## config.mk

```make
export PLATFORM = sky130hd
export DESIGN_NAME = dilpt_mod
export DESIGN_NICKNAME = d
export VERILOG_FILES = /design/src/sv/dilpt_pkg.sv /design/src/sv/dilpt_mod.sv
export SDC_FILE = /design/constraint.sdc
export NUM_CORES = 1
export LEC_CHECK = 0
export ABC_AREA = 1
export BUFFER_PORTS_ARGS = -buffer_cell sky130_fd_sc_hd__buf_2
export CAP_MARGIN = 20
export CELL_PAD_IN_SITES_DETAIL_PLACEMENT = 1
export CELL_PAD_IN_SITES_GLOBAL_PLACEMENT = 2
export CORE_MARGIN = 5
export CORE_UTILIZATION = 12
export DETAILED_ROUTE_END_ITERATION = 8
export GPL_TIMING_DRIVEN = 0
export PLACE_DENSITY = 0.66
export SYNTH_ARGS = -nofsm -noshare
export SYNTH_HDL_FRONTEND = slang
export SYNTH_SLANG_ARGS = --single-unit
```

## constraint.sdc

```tcl
create_clock -name i_clk -period 0.8 [get_ports i_clk]
set_clock_uncertainty 0.1 [all_clocks]
set_input_delay 0.16 -clock i_clk [delete_from_list [all_inputs] [get_ports i_clk]]
set_output_delay 0.16 -clock i_clk [all_outputs]
set_load 0.05 [all_outputs]
```

## src/sv/dilpt_pkg.sv

```systemverilog
`timescale 1ns / 1ps
// Package for the dual-index linear-probe table: sizes, codes, entry and result types.
// No dependencies; every other file of the block imports it.

package dilpt_pkg;

    localparam int TABLE_DEPTH = 256;
    localparam int IDX_W       = $clog2(TABLE_DEPTH);
    localparam int HASH_W      = 31;
    localparam int KIND_W      = 2;
    localparam int STATUS_W    = 2;
    localparam int SLOT_W      = 8;

    typedef logic [IDX_W-1:0]  t_idx;
    typedef logic [HASH_W-1:0] t_hash;

    localparam t_idx IDX_LAST = t_idx'(TABLE_DEPTH - 1);

    localparam logic [KIND_W-1:0] KIND_INSERT     = 2'd0;
    localparam logic [KIND_W-1:0] KIND_FWD_LOOKUP = 2'd1;
    localparam logic [KIND_W-1:0] KIND_REV_LOOKUP = 2'd2;

    localparam logic [STATUS_W-1:0] STATUS_OK        = 2'd0;
    localparam logic [STATUS_W-1:0] STATUS_NOT_FOUND = 2'd1;
    localparam logic [STATUS_W-1:0] STATUS_FWD_FULL  = 2'd2;
    localparam logic [STATUS_W-1:0] STATUS_REV_FULL  = 2'd3;

    typedef struct packed {
        logic  valid;
        t_hash cate;
        t_hash item;
        t_hash value;
    } t_fwd_entry;

    typedef struct packed {
        logic  valid;
        t_hash cate;
        t_hash item;
        t_idx  slot;
        t_hash value;
    } t_rev_entry;

    typedef struct packed {
        logic [STATUS_W-1:0] status;
        logic [SLOT_W-1:0]   slot;
        t_hash               value;
        t_hash               cate;
        t_hash               item;
    } t_result;

    typedef enum logic [3:0] {
        ST_CLEAR,
        ST_IDLE,
        ST_HASH,
        ST_FWD_RD,
        ST_FWD_CHK,
        ST_REV_RD,
        ST_REV_CHK,
        ST_LINK_RD,
        ST_LINK_CHK,
        ST_DONE
    } t_state;

    function automatic logic [SLOT_W-1:0] slot_of(input t_idx idx);
        logic [IDX_W+SLOT_W-1:0] wide;
        wide = {{SLOT_W{1'b0}}, idx};
        return wide[SLOT_W-1:0];
    endfunction

endpackage

```

## src/sv/dilpt_mod.sv

```systemverilog
`timescale 1ns / 1ps
// Registered reduction of a 31-bit hash modulo TABLE_DEPTH; result ready the cycle after start.
// Depends on dilpt_pkg.

module dilpt_mod (
    input  logic             i_clk,
    input  logic             i_rst_n,
    input  logic             i_start,
    input  dilpt_pkg::t_hash i_value,
    output logic             o_done,
    output dilpt_pkg::t_idx  o_rem
);
    import dilpt_pkg::*;

    logic r_done;
    t_idx r_rem;

    always_ff @(posedge i_clk) begin
        if (!i_rst_n) begin
            r_done <= 1'b0;
        end else begin
            r_done <= i_start;
        end
    end

    always_ff @(posedge i_clk) begin
        if (i_start) begin
            r_rem <= t_idx'(i_value % HASH_W'(TABLE_DEPTH));
        end
    end

    assign o_done = r_done;
    assign o_rem  = r_rem;

endmodule

```

---- Word-level counts from Yosys, hierarchy flattened ----
Index checks and enable logic that the tools add are counted.
storage, ports and cells
  register bits ........................... 9
  input bits .............................. 34
  output and inout port bits .............. 9
  logic and storage cells ................. 2

---- Logic depth before layout (Yosys ltp) ----
Gate-level depths: netlist of the first run.
  depth in word-level cells ............... 0
  mapped depth ............................ 2
  depth with buffers taken out ............ 2

---- Least setup slack after synthesis of the first run ----
Ideal clock, no wire load.
  path type ............................... reg-to-output
  start point ............................. reg r_rem[0], in the netlist o_rem[0]
  end point ............................... out o_rem[0]
  data arrival time ....................... 0.601 ns
  required time ........................... 0.540 ns
  path slack .............................. -0.061 ns
  stages on the path, launching flop included .. 1
  path buffers ............................ 0
  cells stage by stage .................... edfxtp_1
RTL lines
  element                   RTL line         source
  start: declaration        dilpt_mod.sv:16  t_idx r_rem;
  start signal: assignment  dilpt_mod.sv:28  r_rem <= t_idx'(i_value % HASH_W'(TABLE_DEPTH));
  end: declaration          dilpt_mod.sv:11  output dilpt_pkg::t_idx o_rem
No word-level cell between the ends.

---- Worst setup path in the final report of the first run ----
  start point ............................. reg r_rem[1], in the netlist o_rem[1]
  end point ............................... out o_rem[1]
No word-level cell between the ends.

==> impl_metrics.toml, run 1 <==
[power_and_ir_drop]
irDropWorstVdd_v = 0.000641
p_per_area_nw_per_um2 = 2370
p_leak_nw = 0.207

[clocking]
numCtsBuffers = 3
htreeDepth = 1
clkSinkCount = 9
cts_tree = "yes"
path_clk_slew_ns = 0.06
clockRootBuffer = "clkbuf_4"
cts_buffer_depth = 2

[critical_path]
crit_arrival_ns = 0.84
start_kind = "flip-flop"
slowest_delay_ns = 0.41
crit_family = "flip-flops"
critPathMaxFanout = 1
crit_buf_inv = 1
cp-end-kind = "output port"
crit_path_top_delay_cell = "edfxtp_1"
path_cells = "buf_6"
required_ns = 0.54
critical_path_class = "reg -> out"

[global_routing]
grt_use_met2_pct = 3.75
grt_use_total_pct = 4.89
grt_max_degree = 10
top_usage_layer = "met1"
grt_util_met1_pct = 7.41
gr-total-overflow = 0
grt_use_met3_pct = 3.62
grt_first_pass_wirelength_um = 1080
antenna_found_initial = 0
grt_pass1_vias = 214

[detailed_routing]
drtPass1Iterations = 2
via_per_inst = 3.00
drtAntennaViolNets = 0
wl_per_cell_um = 11.4
first_iter_violations = 4
drcViolationCount = 0
num_vias = 186
routed_wl_um = 704

[yosys]
synth-xor-area-share_pct = 0
yosysTopAreaCellShare_pct = 89.7
yosys.area_share.simple_pct = 1.40
syn_avg_cell_area_sq_um = 24.3
synthMuxAreaShare_pct = 0
synth_top_area_cell = "edfxtp_1"
ys_ff_latch = 9
synthCells = 11
ys_types = 4
syn_area_sq_um = 268
synth_compound_area_share_pct = 0
synthAdderAreaFrac_pct = 0
yosys_warnings = 0
synth_top_cells_by_area = "edfxtp_1 (90%), dfxtp_1 (7.5%), inv_1 (1.4%), nand2_1 (1.4%)"
synth_top_family_by_area = "buffers and inverters"
seq_area_frac_synth_pct = 97.2
synth_nets = 45

[sta]
worst_slew_pin_slew_ns = 0.200
fmax_ghz = 0.907
rsz0062_at_grt = "yes"
tns_ns = -2.40
finalHoldViolations = 9
finalCritPeriodShare_pct = 138
relSlewSlack_pct = 86.6
setup_ws_ns = -0.303
setup_viol = 9
slew_viol_final = 0
whs_ns = -0.0211
min_period_ns = 1.10

[floorplan]
rows = 17
die_area_sq_um = 3280
fp.dieW_um = 57.2
die_h_um = 57.2
io_pins = 43
core_area_sq_um = 2170
start_util_pct = 12.3

[placed_design]
portBuffers = 19
place.gp.congestion = 0.662

[run_status]
violations = "negative hold slack, negative setup slack"
status = "finished with violations"

[hold_path]
hp-class = "in -> reg"

[layout]
synthToLayoutAreaGrowth_pct = 81.3
fillers = 248
final_nets = 69
drive_gt1_share_pct = 67.6
diodes = 0

[job]
max_cap_viol_count = 0
==> cells by family (layout without fill, tap and decap cells) <==
group	after synthesis	in the layout
flops	9	9
simple gates	1	1
buf+inv	1	24
==> per-layer routing <==
layer | vias to the layer above | routed length, um
met5 | - | 0
met1 | 80 | 393
li1 | 86 | -
met4 | 0 | 0
met3 | 0 | 110
met2 | 20 | 199
==> where the power goes <==
group | internal, W | switching, W
registers | 0.000553 | 0.0000203
clock network | 0.000192 | 0.000149
logic | 0.0000835 | 0.000152
==> cell usage after synthesis (all sizes together) <==
cell / number
inv: 1
edfxtp: 8
nand2: 1
dfxtp: 1
==> area by class of cell <==
class | instances | area [sq um] | area share, %
inverters | 1 | 3.75 | 0.773
flip-flops and latches | 9 | 262 | 53.9
well taps | 28 | 35.0 | 7.22
clock buffers | 4 | 26.3 | 5.41
multi-input cells | 1 | 3.75 | 0.773
repair buffers | 19 | 155 | 32.0
==> cells in the final DEF (no fill, tap or decap) <==
| master | instances |
|---|---|
| buf_2 | 10 |
| buf_6 | 8 |
| buf_8 | 1 |
| clkbuf_1 | 1 |
| clkbuf_4 | 3 |
| dfxtp_2 | 1 |
| edfxtp_1 | 8 |
| inv_1 | 1 |
| nand2_1 | 1 |
==> through the flow <==
step	power (W)	util, %	instance area, sq um	cells	worst slack, ns
global route	0.00121	22.4	485	62	-0.341
detailed placement	0.000771	18.4	399	58	-0.0644
finish	0.00115	22.4	485	62	-0.303
CTS	0.00117	22.4	485	62	-0.315
floorplan	0.000699	-	269	11	-0.0606
global placement	0.000767	18.4	399	58	-0.0516
==> flip-flops by register name, summed over array words and instances (netlist names) <==
name and cells:
o_done 1, o_rem 8
==> final timing paths <==
| check | start | endpoint | slack [ns] | depth (start not counted) |
|---|---|---|---|---|
| hold / removal | i_value[5] | o_rem[5] | -0.02 | 1 |
| setup / recovery | o_rem[1] | o_rem[1] | -0.30 | 1 |
==> what timing repair did <==
| action | CTS | global route |
|---|---|---|
| endpoints found under the setup margin | 9 | 9 |
| gates cloned | 0 | 0 |
| hold endpoints to repair | 9 | 9 |
| gates resized for setup | 19 | 0 |
| setup buffers | 0 | 0 |
Power figures use the tool's default switching activity.
==> run 2: changes to the inputs <==
--- a/config.mk
+++ b/config.mk
@@ -18,3 +18,4 @@
 export SYNTH_ARGS = -nofsm -noshare
 export SYNTH_HDL_FRONTEND = slang
 export SYNTH_SLANG_ARGS = --single-unit
+export TNS_END_PERCENT = 50
==> run 2 against run 1 <==
Effect of this change:
- the flow still finishes with violations (negative hold slack, negative setup slack)
- via count fell by 4.3%
- clock power rose by 2%
- routed wire length rose by 6.5%
- die area did not move
- cell count did not move
- first-iteration DRC count fell by 50%
- worst hold slack got worse by 0.0051 ns
- setup slack got worse by 0.015 ns
- non-clock buffer count did not move
- clock-buffer cell count did not move
- utilization did not move
==> impl_metrics.toml, run 2 (same netlist as run 1, synthesis figures left out) <==
[floorplan]
start_util_pct = 12.3
io_pins = 43
core_area_sq_um = 2170
die_area_sq_um = 3280
die_h_um = 57.2
rows = 17
fp.dieW_um = 57.2

[detailed_routing]
drtAntennaViolNets = 0
via_per_inst = 2.87
num_vias = 178
drcViolationCount = 0
drtPass1Iterations = 2
wl_per_cell_um = 12.1
first_iter_violations = 2
routed_wl_um = 750

[layout]
diodes = 0
fin_cells = 62
multiInputGateArea_sq_um = 3.75
post-route-util_pct = 22.4
final_nets = 69
drive_gt1_share_pct = 67.6
layout_common_cells = "buf_2 (10), edfxtp_1 (8), buf_6 (8), clkbuf_4 (3)"
largest_reg_flops = 8
layout_commonest_cell = "buf_2"
seqCellArea_sq_um = 262
synthToLayoutAreaGrowth_pct = 81.3
fillers = 251

[critical_path]
crit_family = "flip-flops"
crit_path_top_delay_cell = "edfxtp_1"
required_ns = 0.54
start_kind = "flip-flop"
slowest_delay_ns = 0.42
crit_buf_inv = 1
crit_arrival_ns = 0.86
path_cells = "buf_6"
critPathMaxFanout = 1
critical_path_class = "reg -> out"
cp-end-kind = "output port"

[sta]
setup_viol = 9
finalCritPeriodShare_pct = 140
setup_ws_ns = -0.318
fmax_ghz = 0.895
relSlewSlack_pct = 86.4
whs_ns = -0.0263
min_period_ns = 1.12
slew_viol_final = 0
worst_slew_pin_slew_ns = 0.204
rsz0062_at_grt = "yes"
finalHoldViolations = 9
tns_ns = -2.47

[run_status]
status = "finished with violations"
violations = "negative hold slack, negative setup slack"

[clocking]
cts_buffer_depth = 2
clkSinkCount = 9
clockRootBuffer = "clkbuf_4"
htreeDepth = 1
path_clk_slew_ns = 0.06
numCtsBuffers = 3
cts_tree = "yes"

[hold_path]
hp-class = "in -> reg"

[placed_design]
dp.cells = 58
place.gp.congestion = 0.664
portBuffers = 19

[power_and_ir_drop]
p_leak_nw = 0.207
irDropWorstVdd_v = 0.000889
power_w = 0.00116
p_per_area_nw_per_um2 = 2380

[global_routing]
gr-total-overflow = 0
grt_max_degree = 10
grt_first_pass_wirelength_um = 1190
grt_use_total_pct = 5.17
antenna_found_initial = 0
grt_pass1_vias = 222

[job]
max_cap_viol_count = 0
[run 2: cell counts in the layout (fill, tap and decap cells not counted)]
Identical to the previous run, type by type.
[run 2: worst paths after layout]
kind,startpoint,end,slack (ns),cells past startpoint
max,o_rem[2],o_rem[2],-0.32,1
min,i_value[3],o_rem[3],-0.03,1
[run 2: layout make-up]
cell class	count	area share (%)
Clock buffer	4	5.41
Inverter	1	0.773
Multi-Input combinational cell	1	0.773
Sequential cell	9	53.9
Tap cell	28	7.22
Timing Repair Buffer	19	32.0
[run 2: power breakdown]
| part | leakage (nW) | internal [W] | switching (W) |
|---|---|---|---|
| registers | 0.0869 | 0.000553 | 0.0000217 |
| clock network | 0.0150 | 0.000192 | 0.000155 |
| logic | 0.105 | 0.0000834 | 0.000152 |
| total | 0.207 | 0.000828 | 0.000329 |
[run 2: repair_timing]
action                                  4_1_cts  5_1_grt
buffers inserted                              0        0
endpoints found under the setup margin        9        9
gates resized for setup                      20        0
endpoints found under the hold margin         9        8
[run 2: through the flow]
step | setup WS (ns) | cell area (sq um)
2_1_floorplan | -0.0606 | 268
3_3_place_gp | -0.0533 | 398
3_5_place_dp | -0.0813 | 398
4_1_cts | -0.328 | 485
5_1_grt | -0.347 | 485
6_report | -0.318 | 485
[run 2: metal layers]
metal	vias up	GRT usage, %	share of wire [%]
met5	-	0	0
li1	87	-	-
met2	20	5.22	33
met4	0	3.97	0
met3	0	2.94	16
met1	71	7.42	51
==> run 3: changes to the inputs <==
--- a/config.mk
+++ b/config.mk
@@ -5,7 +5,7 @@
 export SDC_FILE = /design/constraint.sdc
 export NUM_CORES = 1
 export LEC_CHECK = 0
-export ABC_AREA = 1
+export ABC_AREA = 0
 export BUFFER_PORTS_ARGS = -buffer_cell sky130_fd_sc_hd__buf_2
 export CAP_MARGIN = 20
 export CELL_PAD_IN_SITES_DETAIL_PLACEMENT = 1
==> run 3 against run 2 <==
Effect of this change:
- the run still ends with negative hold slack, negative setup slack left
- die area is 0.38% lower
- clock power is 1% lower
- routed wire length is 4.1% lower
- largest cell class unchanged
- setup slack better by 0.038 ns
- global-route usage is 0.14 points higher
- largest power group unchanged
- utilization is 0.058 points lower
- sequential share of layout area is 0.14 points higher
- area after synthesis is 0.47% lower
- combinational power hardly changed
==> impl_metrics.toml, run 3 <==
[sta]
rsz0062_at_grt = "yes"
whs_ns = -0.0252
finalCritPeriodShare_pct = 135
finalHoldViolations = 8
setup_viol = 9
fmax_ghz = 0.926
relSlewSlack_pct = 87.8
min_period_ns = 1.08
setup_ws_ns = -0.280
slew_viol_final = 0
worst_slew_pin_slew_ns = 0.182

[placed_design]
portBuffers = 19
dp.cells = 57
place_area_sq_um = 397
place.gp.congestion = 0.720
dp_slack_ns = -0.0573

[critical_path]
crit_path_top_delay_cell = "edfxtp_1"
start_kind = "flip-flop"
critical_path_class = "reg -> out"
cp-end-kind = "output port"
critPathMaxFanout = 1
slowest_delay_ns = 0.39
crit_buf_inv = 1
required_ns = 0.54
crit_family = "flip-flops"
crit_arrival_ns = 0.82
path_cells = "buf_6"

[global_routing]
grt_max_degree = 10
gr-total-overflow = 0
grt_pass1_vias = 217
grt_use_total_pct = 5.31
antenna_found_initial = 0
grt_first_pass_wirelength_um = 1120

[layout]
fin_area_sq_um = 484
final_nets = 68
fin_cells = 61
fillers = 253
layout_commonest_cell = "buf_2"
post-route-util_pct = 22.3
drive_gt1_share_pct = 69.7
synthToLayoutAreaGrowth_pct = 81.7
layout_common_cells = "buf_2 (10), edfxtp_1 (8), buf_6 (8), clkbuf_4 (3)"
diodes = 0
largest_reg_flops = 8
seqCellArea_sq_um = 262
multiInputGateArea_sq_um = 6.26

[yosys]
syn_area_sq_um = 267
seq_area_frac_synth_pct = 97.7
synth_nets = 44
yosysTopAreaCellShare_pct = 90.1
synthCells = 10
syn_avg_cell_area_sq_um = 26.7
yosys-top-cells-count = "edfxtp_1 (8), and2_1 (1), dfxtp_1 (1)"
ys_types = 3
synth_top_cells_by_area = "edfxtp_1 (90%), dfxtp_1 (7.5%), and2_1 (2.3%)"
yosysMostFrequentCell = "edfxtp_1"
ys.flop_type = "edfxtp_1"
async_flop_share_pct = 0
ys_ff_latch = 9
synth_enable_flop_cells = 8
synth_top_area_cell = "edfxtp_1"
yosys_warnings = 0

[power_and_ir_drop]
irDropWorstVdd_v = 0.000611
p_leak_nw = 0.200
p_per_area_nw_per_um2 = 2380
power_w = 0.00115

[detailed_routing]
drtAntennaViolNets = 0
drtPass1Iterations = 1
highest_layer = "met4"
wl_per_cell_um = 11.8
met2_length_um = 200
first_iter_violations = 0
drcViolationCount = 0
routed_wl_um = 719
wl_met3_um = 127
drt-met1-wl_um = 362
via_per_inst = 2.98
num_vias = 182

[floorplan]
die_h_um = 57.1
core_area_sq_um = 2170
start_util_pct = 12.3
fp.dieW_um = 57.1
die_area_sq_um = 3260
io_pins = 43
rows = 17

[job]
max_cap_viol_count = 0

[clocking]
path_clk_slew_ns = 0.06
clkSinkCount = 9
htreeDepth = 1
clockRootBuffer = "clkbuf_4"
cts_buffer_depth = 2
cts_tree = "yes"
numCtsBuffers = 3

[hold_path]
hp-class = "in -> reg"

[run_status]
status = "finished with violations"
violations = "negative hold slack, negative setup slack"
[run 3: changes by cell type after synthesis]
cell and change:
inv_1 -1, nand2_1 -1, and2_1 +1
[run 3: final timing paths]
path                  slack, ns  startpoint  cells after the start        to
worst max-delay path      -0.28    o_rem[3]                      1  o_rem[3]
worst min-delay path      -0.03  i_value[7]                      1  o_rem[7]
[run 3: logic make-up (layout without fill, tap and decap cells)]
logic type | Yosys count | after routing | synth area share [%]
buf+inv | 0 | 23 | 0
flops | 9 | 9 | 97.7
simple gates | 1 | 1 | 2.35
[run 3: per-stage QoR]
step                      setup TNS (ns)  hold WS, ns
after floorplan                   -0.532        0.159
after global placement            -0.263        0.240
after detailed placement          -0.284        0.242
after CTS                          -2.53      -0.0351
after global routing               -2.74      -0.0387
final                              -2.37      -0.0252
[run 3: layer usage]
| metal | vias to the layer above | GRT usage, % |
|---|---|---|
| met5 | - | 0 |
| met4 | 0 | 5.96 |
| met3 | 3 | 4.07 |
| met2 | 23 | 4.24 |
| met1 | 73 | 7.15 |
| li1 | 83 | - |
[run 3: report_power, final]
group	total [W]	leakage (nW)	internal, W	switching [W]
clock	0.000343	0.0150	0.000192	0.000151
combinational	0.000237	0.0977	0.0000841	0.000153
sequential	0.000570	0.0869	0.000553	0.0000179
total	0.00115	0.200	0.000828	0.000322
[run 3: repair_timing]
| item | 4_1_cts | 5_1_grt |
|---|---|---|
| pin swaps | 0 | 0 |
| resized for setup | 20 | 0 |
| endpoints found under the hold margin | 9 | 8 |
| cloned | 0 | 0 |
| endpoints found under the setup margin | 9 | 9 |
| setup buffers | 0 | 0 |
[run 3: layout make-up]
type / instances / area share, %
multi-input cells: 1 / 1.29
repair buffers: 19 / 32.0
flip-flops and latches: 9 / 54.0
well taps: 28 / 7.24
clock buffers: 4 / 5.43
